===== src/rtl/core/wsd_pkg.sv =====
// shared types and constants for the websocket frame deframer
package wsd_pkg;

	typedef enum logic [2:0] {
		PH_HDR0 = 3'd0,
		PH_HDR1 = 3'd1,
		PH_EXT  = 3'd2,
		PH_MASK = 3'd3,
		PH_PAY  = 3'd4
	} phase_t;

	typedef enum logic [1:0] {
		FK_NONE      = 2'd0,
		FK_TEXT      = 2'd1,
		FK_BIN       = 2'd2,
		FK_TEXT_PEND = 2'd3
	} frag_t;

	localparam logic [1:0] KIND_TEXT    = 2'd0;
	localparam logic [1:0] KIND_PING    = 2'd1;
	localparam logic [1:0] KIND_CLOSE   = 2'd2;
	localparam logic [1:0] KIND_ABANDON = 2'd3;

	localparam logic [3:0] OPC_CONT  = 4'h0;
	localparam logic [3:0] OPC_TEXT  = 4'h1;
	localparam logic [3:0] OPC_BIN   = 4'h2;
	localparam logic [3:0] OPC_CLOSE = 4'h8;
	localparam logic [3:0] OPC_PING  = 4'h9;

	localparam logic     OP_BYTE    = 1'b0;
	localparam logic     OP_RESTART = 1'b1;

	localparam logic [6:0] LEN_EXT16 = 7'd126;
	localparam logic [6:0] LEN_EXT64 = 7'd127;

	localparam int QDEPTH = 4;
	localparam int QAW    = $clog2(QDEPTH);

	typedef struct packed {
		logic       op;
		logic [7:0] data_byte;
	} in_item_t;

	typedef struct packed {
		logic [1:0] kind;
		logic [7:0] payload_byte;
		logic       has_byte;
		logic       msg_start;
		logic       msg_end;
	} out_item_t;

endpackage


===== src/rtl/core/wsd_front.sv =====
// front end: header parser and payload classifier, one byte per cycle while in_fire is high
module wsd_front import wsd_pkg::*; (
	input  logic      clk,
	input  logic      arst_n,
	input  logic      in_fire,
	input  in_item_t  item,
	output logic      res_valid,
	output out_item_t res
);

	phase_t      phase_q;
	logic        fin_q;
	logic [3:0]  opc_q;
	logic        mask_q;
	logic [3:0]  hcnt_q;
	logic [31:0] key_q;
	logic [63:0] rem_q;
	logic [1:0]  pidx_q;
	frag_t       frag_q;
	logic        halt_q;

	phase_t      phase_d;
	logic        fin_d;
	logic [3:0]  opc_d;
	logic        mask_d;
	logic [3:0]  hcnt_d;
	logic [31:0] key_d;
	logic [63:0] rem_d;
	logic [1:0]  pidx_d;
	frag_t       frag_d;
	logic        halt_d;

	logic        emit;
	out_item_t   r;

	logic [7:0]  b;
	logic [6:0]  len7;
	logic [3:0]  hcnt_m1;
	logic        go_begin;
	logic [63:0] len_new;
	logic [7:0]  kbyte;
	logic [7:0]  ub;
	logic        last;
	logic        text_open;
	logic        is_text;
	logic        abandon;
	frag_t       fk_b;

	assign b = item.data_byte;
	assign len7 = b[6:0];
	assign hcnt_m1 = hcnt_q - 4'd1;
	assign text_open = (frag_q == FK_TEXT) || (frag_q == FK_TEXT_PEND);

	// mask byte selected by position, first key byte in the top bits
	always_comb begin
		unique case (pidx_q)
			2'd0: kbyte = key_q[31:24];
			2'd1: kbyte = key_q[23:16];
			2'd2: kbyte = key_q[15:8];
			default: kbyte = key_q[7:0];
		endcase
	end
	assign ub = mask_q ? (b ^ kbyte) : b;
	assign last = (rem_q == 64'd1);
	assign is_text = (opc_q == OPC_TEXT) || ((opc_q == OPC_CONT) && text_open);

	// parser next state and result
	always_comb begin
		phase_d = phase_q;
		fin_d   = fin_q;
		opc_d   = opc_q;
		mask_d  = mask_q;
		hcnt_d  = hcnt_q;
		key_d   = key_q;
		rem_d   = rem_q;
		pidx_d  = pidx_q;
		frag_d  = frag_q;
		halt_d  = halt_q;
		emit    = 1'b0;
		r       = '0;
		go_begin = 1'b0;
		len_new  = rem_q;
		abandon  = 1'b0;
		fk_b     = frag_q;
		if (item.op == OP_RESTART) begin
			phase_d = PH_HDR0;
			fin_d = 1'b0;
			opc_d = '0;
			mask_d = 1'b0;
			hcnt_d = '0;
			key_d = '0;
			rem_d = '0;
			pidx_d = '0;
			frag_d = FK_NONE;
			halt_d = 1'b0;
		end else if (!halt_q) begin
			unique case (phase_q)
				PH_HDR1: begin
					mask_d = b[7];
					if (len7 == LEN_EXT16 || len7 == LEN_EXT64) begin
						rem_d = '0;
						hcnt_d = (len7 == LEN_EXT16) ? 4'd2 : 4'd8;
						phase_d = PH_EXT;
					end else begin
						rem_d = {57'd0, len7};
						len_new = {57'd0, len7};
						if (b[7]) begin
							hcnt_d = 4'd4;
							phase_d = PH_MASK;
						end else begin
							go_begin = 1'b1;
						end
					end
				end
				PH_EXT: begin
					len_new = {rem_q[55:0], b};
					rem_d = len_new;
					hcnt_d = hcnt_m1;
					if (hcnt_m1 == 4'd0) begin
						if (mask_q) begin
							hcnt_d = 4'd4;
							phase_d = PH_MASK;
						end else begin
							go_begin = 1'b1;
						end
					end
				end
				PH_MASK: begin
					key_d = {key_q[23:0], b};
					hcnt_d = hcnt_m1;
					if (hcnt_m1 == 4'd0) go_begin = 1'b1;
				end
				PH_PAY: begin
					pidx_d = pidx_q + 2'd1;
					rem_d = rem_q - 64'd1;
					if (last) phase_d = PH_HDR0;
					if (opc_q == OPC_PING) begin
						emit = 1'b1;
						r.kind = KIND_PING;
						r.payload_byte = ub;
						r.has_byte = 1'b1;
						r.msg_start = (hcnt_q != 4'd0);
						r.msg_end = last;
						hcnt_d = '0;
					end else if (opc_q == OPC_CLOSE) begin
						if (last) begin
							halt_d = 1'b1;
							emit = 1'b1;
							r.kind = KIND_CLOSE;
						end
					end else if (is_text) begin
						emit = 1'b1;
						r.kind = KIND_TEXT;
						r.payload_byte = ub;
						r.has_byte = 1'b1;
						r.msg_start = (frag_q == FK_TEXT_PEND);
						r.msg_end = last && fin_q;
						frag_d = (last && fin_q) ? FK_NONE : FK_TEXT;
					end
				end
				default: begin
					fin_d = b[7];
					opc_d = b[3:0];
					phase_d = PH_HDR1;
				end
			endcase

			// end of header: frame begins
			if (go_begin) begin
				phase_d = PH_PAY;
				pidx_d = '0;
				hcnt_d = (opc_q == OPC_PING) ? 4'd1 : 4'd0;
				if (opc_q == OPC_TEXT) begin
					abandon = text_open;
					fk_b = FK_TEXT_PEND;
				end else if (opc_q == OPC_BIN) begin
					abandon = text_open;
					fk_b = fin_q ? FK_NONE : FK_BIN;
				end else if (opc_q == OPC_CONT && frag_q == FK_BIN && fin_q) begin
					fk_b = FK_NONE;
				end
				frag_d = fk_b;
				if (len_new != 64'd0) begin
					if (abandon) begin
						emit = 1'b1;
						r.kind = KIND_ABANDON;
					end
				end else begin
					phase_d = PH_HDR0;
					hcnt_d = '0;
					if (abandon) begin
						if (fin_q) frag_d = FK_NONE;
						emit = 1'b1;
						r.kind = KIND_ABANDON;
					end else if (opc_q == OPC_CLOSE) begin
						halt_d = 1'b1;
						emit = 1'b1;
						r.kind = KIND_CLOSE;
					end else if (opc_q == OPC_PING) begin
						emit = 1'b1;
						r.kind = KIND_PING;
						r.msg_start = 1'b1;
						r.msg_end = 1'b1;
					end else if (is_text && fin_q) begin
						emit = 1'b1;
						r.kind = KIND_TEXT;
						r.msg_start = (fk_b == FK_TEXT_PEND);
						r.msg_end = 1'b1;
						frag_d = FK_NONE;
					end
				end
			end
		end
	end

	// parser state
	always_ff @(posedge clk or negedge arst_n) begin
		if (!arst_n) begin
			phase_q <= PH_HDR0;
			fin_q <= 1'b0;
			opc_q <= '0;
			mask_q <= 1'b0;
			hcnt_q <= '0;
			key_q <= '0;
			rem_q <= '0;
			pidx_q <= '0;
			frag_q <= FK_NONE;
			halt_q <= 1'b0;
		end else if (in_fire) begin
			phase_q <= phase_d;
			fin_q <= fin_d;
			opc_q <= opc_d;
			mask_q <= mask_d;
			hcnt_q <= hcnt_d;
			key_q <= key_d;
			rem_q <= rem_d;
			pidx_q <= pidx_d;
			frag_q <= frag_d;
			halt_q <= halt_d;
		end
	end

	assign res_valid = in_fire && emit;
	assign res = r;

endmodule


===== src/rtl/core/wsd_queue.sv =====
// result queue between the parser and the output port
module wsd_queue import wsd_pkg::*; (
	input  logic      clk,
	input  logic      arst_n,
	input  logic      wr_en,
	input  out_item_t wr_item,
	output logic      space,
	output logic      rd_valid,
	output out_item_t rd_item,
	input  logic      rd_en
);

	out_item_t       mem_q [QDEPTH];
	logic [QAW-1:0]  wp_q;
	logic [QAW-1:0]  rp_q;
	logic [QAW:0]    cnt_q;

	// queue keeps one slot free; the front stalls while three or more results are held
	assign space    = (cnt_q < (QAW+1)'(QDEPTH - 1));
	assign rd_valid = (cnt_q != '0);
	assign rd_item  = mem_q[rp_q];

	always_ff @(posedge clk) begin
		if (wr_en) mem_q[wp_q] <= wr_item;
	end

	// pointers and fill count
	always_ff @(posedge clk or negedge arst_n) begin
		if (!arst_n) begin
			wp_q <= '0;
			rp_q <= '0;
			cnt_q <= '0;
		end else begin
			if (wr_en) wp_q <= wp_q + 1'b1;
			if (rd_en) rp_q <= rp_q + 1'b1;
			cnt_q <= cnt_q + (QAW+1)'(wr_en) - (QAW+1)'(rd_en);
		end
	end

endmodule


===== src/rtl/core/websocket_frame_deframer.sv =====
// top level of the websocket frame deframer
// Accepts one link byte (or a restart) per cycle and gives at most one result
// per byte, registered through a four-entry result queue. Throughput is
// one item per cycle; the input stalls only while the result queue holds three
// or more undelivered results, so it is set by how fast the output is drained.
module websocket_frame_deframer import wsd_pkg::*; (
	input  logic      clk,
	input  logic      arst_n,
	input  logic      in_valid,
	output logic      in_stall,
	input  in_item_t  in_data,
	output logic      out_valid,
	input  logic      out_stall,
	output out_item_t out_data
);

	logic      in_fire;
	logic      res_valid;
	out_item_t res;
	logic      space;

	assign in_stall = !space;
	assign in_fire  = in_valid && space;

	// header parse and classification
	wsd_front u_front (
		.clk      (clk),
		.arst_n   (arst_n),
		.in_fire  (in_fire),
		.item     (in_data),
		.res_valid(res_valid),
		.res      (res)
	);

	// result buffering toward the consumer
	wsd_queue u_queue (
		.clk     (clk),
		.arst_n  (arst_n),
		.wr_en   (res_valid),
		.wr_item (res),
		.space   (space),
		.rd_valid(out_valid),
		.rd_item (out_data),
		.rd_en   (out_valid && !out_stall)
	);

endmodule


===== config.mk =====
export PLATFORM = sky130hd
export DESIGN_NAME = websocket_frame_deframer
export DESIGN_NICKNAME = d
export VERILOG_FILES = /design/src/rtl/core/wsd_pkg.sv /design/src/rtl/core/wsd_front.sv /design/src/rtl/core/wsd_queue.sv /design/src/rtl/core/websocket_frame_deframer.sv
export SDC_FILE = /design/constraint.sdc
export NUM_CORES = 1
export LEC_CHECK = 0
export ABC_AREA = 1
export BUFFER_PORTS_ARGS = -buffer_cell sky130_fd_sc_hd__buf_2
export CORE_AREA = 10 10 159 161
export DETAILED_ROUTE_END_ITERATION = 7
export DIE_AREA = 0 0 169 171
export PLACE_DENSITY = 0.76
export SLEW_MARGIN = 0
export SYNTH_ARGS = -nofsm -noshare
export SYNTH_HDL_FRONTEND = slang
export SYNTH_HIERARCHICAL = 1
export SYNTH_SLANG_ARGS = --single-unit

===== constraint.sdc =====
create_clock -name clk -period 3.75 [get_ports clk]
set_clock_uncertainty 0.15 [all_clocks]
set_input_delay 0.75 -clock clk [delete_from_list [all_inputs] [get_ports clk]]
set_output_delay 0.75 -clock clk [all_outputs]
set_load 0.02 [all_outputs]

### After elaboration in Yosys (flattened, before gate mapping)

Memory sizes are Yosys's and may differ from the RTL's.
Index checks and enable logic that the tools add are counted.

* flip-flop bits (word level): 121
* memory bits (writable): 52
* input port bits: 13
* output and inout bits: 15
* word-level logic and storage cells: 212
* memories kept: 1

Memory list
* u_queue.mem_q: depth 4, bits a word 13, rd ports 1, clocked after Yosys merged registers in 0, wr ports 1, RTL line wsd_queue.sv:13 `out_item_t mem_q [QDEPTH];`

* add/subtract/negate cells: 7
* magnitude comparators: 1
* equal/unequal tests: 27
* muxes and demuxes: 128
* bitwise operators: 1
* reduce and logical (&&, ||, !) cells: 34

Operators by type and width (number)
* 2-to-1 mux 64 bit: 5
* case mux 64 bit (3 select lines): 1
* case mux 64 bit (2 select lines): 1
* 2-to-1 mux 32 bit: 3
* 2-to-1 mux 2 bit: 39
* equality test 64 x 1 -> 1 bit, second input constant: 1
* nonzero test 64 bit: 1
* subtractor 64 x 1 -> 64 bit, second input constant: 1
* 2-to-1 mux 13 bit: 4
* 2-to-1 mux 4 bit: 13
* 2-to-1 mux 1 bit: 45
* 2-to-1 mux 3 bit: 9
* case mux 8 bit (3 select lines): 1
* 2-to-1 mux 11 bit: 2
* inequality test 4 x 2 -> 1 bit, second input constant: 4
* case mux 4 bit (4 select lines): 1
* AND reduction 3 bit: 5
* equality test 7 bit, second input constant: 2
* case mux 3 bit (4 select lines): 1
* nonzero test 3 bit: 3
* equality test 2 bit, second input constant: 4
* equality test 4 bit, second input constant: 2
* logical AND 1 bit: 8
* zero test 4 bit: 2
* other kinds (30): 40

### Longest topological paths before layout

* depth in word-level cells: 19
* mapped depth: 17
* depth with buffers taken out: 17

### Cells and area by module

The synthesis kept the hierarchy.

By module, submodules not included
* wsd_front: times used 1, cells an instance 1204, area each 8186.6 µm², sequential area each 2852.7 µm²
* wsd_queue: times used 1, cells an instance 245, area each 2615.0 µm², sequential area each 1736.7 µm²
* websocket_frame_deframer: times used 1, cells an instance 5, area each 21.3 µm², sequential area each 0.0 µm²

### Worst setup path after synthesis

Ideal clock, no wire load.

* path type: in2reg
* from: input in_data[6] (netlist bit)
* to: memory u_queue/mem_q[2][0] (netlist bit) (enable)
* library setup time: 349 ps
* arrival time: 2434 ps
* required time: 3251 ps
* path slack: 817 ps
* stages on the path: 13
* path buffers: 1
* cell sequence: inv_1 > nor3_4 > nand2_4 > nand3_1 > nand3_1 > a21oi_4 > nand2_4 > nor2_4 > o21ai_2 > a21oi_1 > clkbuf_2 > nand2_1 > inv_1

* longest elaborated chain between the ends: 14
* elaborated cells on any way between the ends: 19
* classes of those cells: 2 x eq/ne; 14 x mux; 3 x reduce/logical

Ends and longest elaborated chain
* start, declared: RTL line websocket_frame_deframer.sv:11 `input in_item_t in_data,`
* equality test 7 bit: RTL line wsd_front.sv:100 `if (len7 == LEN_EXT16 || len7 == LEN_EXT64) begin`
* logical OR 1 bit: RTL line wsd_front.sv:100
* 2-to-1 mux 64 bit: RTL line wsd_front.sv:100
* case mux 64 bit (2 select lines): RTL line wsd_front.sv:97 `unique case (phase_q)`
* 2-to-1 mux 64 bit: RTL line wsd_front.sv:96 `end else if (!halt_q) begin`
* 2-to-1 mux 64 bit: RTL line wsd_front.sv:85 `if (item.op == OP_RESTART) begin`
* nonzero test 64 bit: RTL line wsd_front.sv:183 `if (len_new != 64'd0) begin`
* 2-to-1 mux 1 bit: RTL line wsd_front.sv:183
* 2-to-1 mux 1 bit *: RTL line wsd_front.sv:169 `if (go_begin) begin`
* 2-to-1 mux 1 bit *: RTL line wsd_front.sv:96
* 2-to-1 mux 1 bit *: RTL line wsd_front.sv:85
* logical AND 1 bit *: RTL line wsd_front.sv:243 `assign res_valid = in_fire && emit;`
* named net res_valid: RTL line websocket_frame_deframer.sv:18 `logic res_valid;`
* 2-to-1 mux 1 bit *: RTL line wsd_queue.sv:24 `if (wr_en) mem_q[wp_q] <= wr_item;`
* 2-to-1 mux 1 bit (implied by the code) *: RTL line wsd_queue.sv:24
* end, declared: RTL line wsd_queue.sv:13

The timed path passes the listed nets; every way through them passes the cells marked *. The select of a mux whose other input is x is not followed.

### Worst setup path in the final report

* from: register u_front.rem_q[34]
* to: register u_queue.cnt_q[2]

* longest elaborated chain between the ends: 16
* elaborated cells on any way between the ends: 22
* classes of those cells: 2 x add/sub; 1 x eq/ne; 17 x mux; 2 x reduce/logical

Ends and longest elaborated chain
* start, declared: RTL line wsd_front.sv:17 `logic [63:0] rem_q;`
* start signal, assigned: RTL line wsd_front.sv:236 `rem_q <= rem_d;`
* equality test 64 x 1 -> 1 bit: RTL line wsd_front.sv:64 `assign last = (rem_q == 64'd1);`
* 2-to-1 mux 1 bit: RTL line wsd_front.sv:146 `if (last) begin`
* 2-to-1 mux 1 bit: RTL line wsd_front.sv:145 `end else if (opc_q == OPC_CLOSE) begin`
* 2-to-1 mux 1 bit: RTL line wsd_front.sv:137 `if (opc_q == OPC_PING) begin`
* 2-to-1 mux 1 bit: RTL line wsd_front.sv:97
* 2-to-1 mux 1 bit: RTL line wsd_front.sv:204 `end else if (is_text && fin_q) begin`
* 2-to-1 mux 1 bit: RTL line wsd_front.sv:199 `end else if (opc_q == OPC_PING) begin`
* 2-to-1 mux 1 bit: RTL line wsd_front.sv:195 `end else if (opc_q == OPC_CLOSE) begin`
* 2-to-1 mux 1 bit: RTL line wsd_front.sv:191 `if (abandon) begin`
* 2-to-1 mux 1 bit: RTL line wsd_front.sv:183
* 2-to-1 mux 1 bit *: RTL line wsd_front.sv:169
* 2-to-1 mux 1 bit *: RTL line wsd_front.sv:96
* 2-to-1 mux 1 bit *: RTL line wsd_front.sv:85
* logical AND 1 bit *: RTL line wsd_front.sv:243
* named net res_valid: RTL line websocket_frame_deframer.sv:18
* adder 3 x 1 -> 3 bit *: RTL line wsd_queue.sv:36 `cnt_q <= cnt_q + (QAW+1)'(wr_en) - (QAW+1)'(rd_en);`
* subtractor 3 x 1 -> 3 bit *: RTL line wsd_queue.sv:36
* end signal, assigned: RTL line wsd_queue.sv:36
* end, declared: RTL line wsd_queue.sv:16 `logic [QAW:0] cnt_q;`

Marked as above.
A chain may end at the register's enable or synchronous reset.

==> run summary <==
By count the netlist is led by 321 x sky130_fd_sc_hd__nand2_1, 216 x sky130_fd_sc_hd__inv_1, 147 x sky130_fd_sc_hd__nor2_1. The global placer's final weighted congestion is 0.9568, and the layout cell share with drive strength beyond 1 is 10.76%. The count of buffers inserted at the top-level ports came out at 27. For the worst-skew pair, the clock arrives at the later sink with an insertion delay of 0.44 ns.

The headroom to the max-slew limit came out at 39.50%. The worst-case IR drop observed on VDD is 0.0005844 V. The synthesized design contains 52 enable-type register cells.

For this run, global-route usage on met3 was measured as 3.762%. After routing the design area is 0.01185 sq mm. Compared with the post-synthesis result, the final layout area differs by 9.491%. The tools report the max-capacitance violation count as 0. STA classifies the critical path endpoint as a flop. Among all flip-flop cells after synthesis, the most frequent one is sky130_fd_sc_hd__dfrtp_1. Summed over all cells, the static leakage comes to 5.594 nW. The transition time at the pin with the least slew margin was 0.9054 ns; the residual overflow from global routing was 0. The flow ran to the end, and the final reports show no timing, DRC or antenna violations.

After synthesis, the share of flip-flops with an asynchronous set or reset is 69.94%. The most common cell in the synthesized netlist is sky130_fd_sc_hd__nand2_1. The critical path data arrival time is 3.32 ns. The longest clock path from root to sink contains 2 buffers.

The count of endpoints failing setup in the final report was 0; the number of rows created at floorplan was 55. In this run, CTS created clock tree buffers numbering 17. The tools report the die area as 0.02890 sq mm. In this run the mean area of a mapped cell was 7.444 sq um. The logs give 1503 for the number of nets in the layout and 48500 microns for the wire length of the first global-routing pass.

The logs give 21510 microns for the detailed placer's ending HPWL and 9756 for the number of global-route vias before repair. Sequential cells were found to cover 42.40% of the synthesized design area. The library cell occupying the most area in the post-synthesis netlist is sky130_fd_sc_hd__dfrtp_1. The tools report the final-layout setup total negative slack as 0 ns. In the global route stage, met2 resource usage came out at 34.34%. The final clock period utilization by the worst path is 83.94%.

The detailed-route via count came out at 10130. Type of the most critical hold path: in -> async. The number of antenna-violating nets in the routed design was 0; the depth of the worst register-to-register path was 18. For this configuration, the core starts out at a cell density of 48.69%. The initial detailed-routing violation count is 1029. The class of the most critical setup path is reg -> reg. Summing every instance area after synthesis gives 0.01082 sq mm.

The biggest fanout along the worst timing path was 8; the number of instances resized during post-cts repair was 0. The share of the synthesized area in the top cell type was 27.98%; the antenna diode count was 0. After detailed routing, the number of vias per cell comes to 5.718. The power density over cell area is 926.5 mW/mm^2, and the clock-pin transition on the worst setup and hold timing paths is 0.08 ns. The most used routing layer was met2.

The logs give 0.3177 GHz for the maximum clock frequency and 4 for the depth of the CTS H-tree. Entering global routing, the biggest net connects 83 pins. Clock tree synthesis selected as its root buffer the cell sky130_fd_sc_hd__clkbuf_16. The number of hold buffers added after CTS was 0. Setup repair after global routing left no endpoint under its margin. After synthesis the netlist holds a flip-flop and latch count of 173. From bottom edge to top edge, the die measures 171 microns.

The count of distinct cell types in the synthesized netlist is 50. The logs give 0.02223 sq mm for the area of the core region and 1483 for the synthesized net count. After detailed routing, the number of remaining DRC violations is 0. The number of cells produced by synthesis is 1454, and the total clock sinks is 173. Chip width: 169 microns. Global routing used 20.51% of the available tracks. Summed over all layers, the routed wires come to 30040 microns. The tools report the top-level port count as 28. Dividing the detail-routed wire length by the instance count gives 16.95 microns. The count of synthesis-stage warnings from yosys was 6.

The pre-antenna-repair detailed-routing pass consisted of 8 iterations. The worst setup path is launched from a flop. TritonCTS built the clock tree.

Sorting the synthesized cells by area gives the leading types as sky130_fd_sc_hd__dfrtp_1 28%, sky130_fd_sc_hd__edfxtp_1 14%, sky130_fd_sc_hd__nand2_1 11%, sky130_fd_sc_hd__inv_1 7.5%, sky130_fd_sc_hd__o21ai_0 6.2%. The required time at the worst-slack endpoint came out at 3.92 ns. Counting I/O delays and the setup requirement, the final critical path takes 3.148 ns. Buffers added to address setup during post-CTS repair amount to 0. The placed cell area was 0.01124 sq mm; the count of final hold-check violations was 0.

In the global route stage, met1 resource usage came out at 24.93%. The tools report the number of slew-limit violations in the final report as 0. The initial antenna violation count was 0.
state kept, by name, summed over array words and instances (netlist names):
signal	flops
u_front/rem_q	64
u_queue/mem_q	52
u_front/key_q	32
u_front/hcnt_q	4
u_front/opc_q	4
u_front/phase_q	3
u_queue/cnt_q	3
u_front/frag_q	2
u_front/pidx_q	2
u_queue/rp_q	2
u_queue/wp_q	2
u_front/fin_q	1
u_front/halt_q	1
u_front/mask_q	1
routing by layer:
layer / part of all wire [%] / vias to the layer above
met5: 0 / -
met4: 4.3 / 0
met2: 48 / 458
met3: 7.0 / 100
met1: 40 / 4779
li1: - / 4795
layout by cell type, fill, tap and decap left out, types with 5 or more instances in the layout:
cell / n
sky130_fd_sc_hd__o32ai_1: 5
sky130_fd_sc_hd__inv_1: 216
sky130_fd_sc_hd__edfxtp_1: 52
sky130_fd_sc_hd__xor2_1: 22
sky130_fd_sc_hd__o21ai_1: 15
sky130_fd_sc_hd__a31oi_1: 7
sky130_fd_sc_hd__a21oi_1: 47
sky130_fd_sc_hd__ha_1: 15
sky130_fd_sc_hd__nor2_1: 147
sky130_fd_sc_hd__nand3_1: 102
sky130_fd_sc_hd__buf_4: 12
sky130_fd_sc_hd__inv_8: 5
sky130_fd_sc_hd__dfrtp_1: 121
sky130_fd_sc_hd__nor2_2: 22
sky130_fd_sc_hd__nand4_1: 20
sky130_fd_sc_hd__nor2_4: 17
sky130_fd_sc_hd__o21ai_0: 134
sky130_fd_sc_hd__nand2_1: 321
sky130_fd_sc_hd__nor3_1: 14
sky130_fd_sc_hd__inv_2: 13
sky130_fd_sc_hd__o22ai_1: 55
sky130_fd_sc_hd__nand2_2: 19
sky130_fd_sc_hd__o21bai_1: 8
sky130_fd_sc_hd__buf_2: 26
sky130_fd_sc_hd__clkbuf_16: 17
final cells by class:
class                           instances  area (sq um)
Timing Repair Buffer                   41         280.3
Clock inverter                         15         181.4
Multi-Input combinational cell       1007          5134
Fill cell                            2060         10380
Tap cell                              285         356.6
Inverter                              234         883.3
Clock buffer                           17         425.4
Sequential cell                       173          4589
where the power goes:
group          internal, mW  switching, mW  leakage (nW)  total, mW
clock network         0.910          0.892         0.296       1.80
logic                  1.99           4.75          3.14       6.75
registers              2.17          0.263          2.15       2.43
total                  5.07           5.91          5.59       11.0
critical path: stages (launching register included):
cell and delay, ns:
sky130_fd_sc_hd__dfrtp_1 0.40, sky130_fd_sc_hd__inv_1 0.12, sky130_fd_sc_hd__nand2_1 0.11, sky130_fd_sc_hd__inv_2 0.07, sky130_fd_sc_hd__nand2_1 0.11, sky130_fd_sc_hd__nor2_4 0.15, sky130_fd_sc_hd__inv_1 0.05, sky130_fd_sc_hd__nor2_1 0.13
sky130_fd_sc_hd__nand2_1 0.09, sky130_fd_sc_hd__o21ai_2 0.28, sky130_fd_sc_hd__nand2_4 0.11, sky130_fd_sc_hd__nor2_4 0.12, sky130_fd_sc_hd__o21ai_2 0.06, sky130_fd_sc_hd__a21oi_1 0.16, sky130_fd_sc_hd__buf_4 0.17, sky130_fd_sc_hd__ha_1 0.15
sky130_fd_sc_hd__inv_1 0.05, sky130_fd_sc_hd__fa_1 0.39, sky130_fd_sc_hd__xnor2_1 0.14
kinds of logic (layout without fill, tap and decap cells):
family | Yosys count | count (layout) | synth area share [%]
flip-flops | 173 | 173 | 42.40
AND/OR/NAND/NOR | 683 | 683 | 28.84
adder cells (fa/ha/maj) | 16 | 16 | 1.919
AO/OA/AOI/OAI | 284 | 284 | 14.68
XOR/XNOR | 24 | 24 | 1.942
buffers and inverters | 274 | 307 | 10.21
worst paths after layout:
check,startpoint,slack [ns],endpoint
hold / removal,arst_n,0.13,u_front/rem_q[29]
setup reg to reg,u_front/rem_q[34],0.60,u_queue/cnt_q[2]
hold reg to reg,u_front/key_q[25],0.34,u_front/key_q[25]
setup / recovery,u_front/rem_q[34],0.60,u_queue/cnt_q[2]
min in group clk,u_front/key_q[25],0.34,u_front/key_q[25]
max in group asynchronous,arst_n,2.44,u_front/key_q[25]
metrics by stage:
step	total power [mW]	hold slack (ns)	cells	utilization, %	setup slack, ns
2_1_floorplan	7.333	0.3030	1454	-	0.8174
3_3_place_gp	8.897	0.3199	1740	50.58	0.4280
3_5_place_dp	9.023	0.3246	1740	50.58	0.3788
4_1_cts	10.86	0.1374	1772	53.31	0.6586
5_1_grt	11.79	0.1623	1772	53.31	0.3618
6_report	10.98	0.1306	1772	53.31	0.6021
No activity file was read; power rests on OpenSTA's default activity.
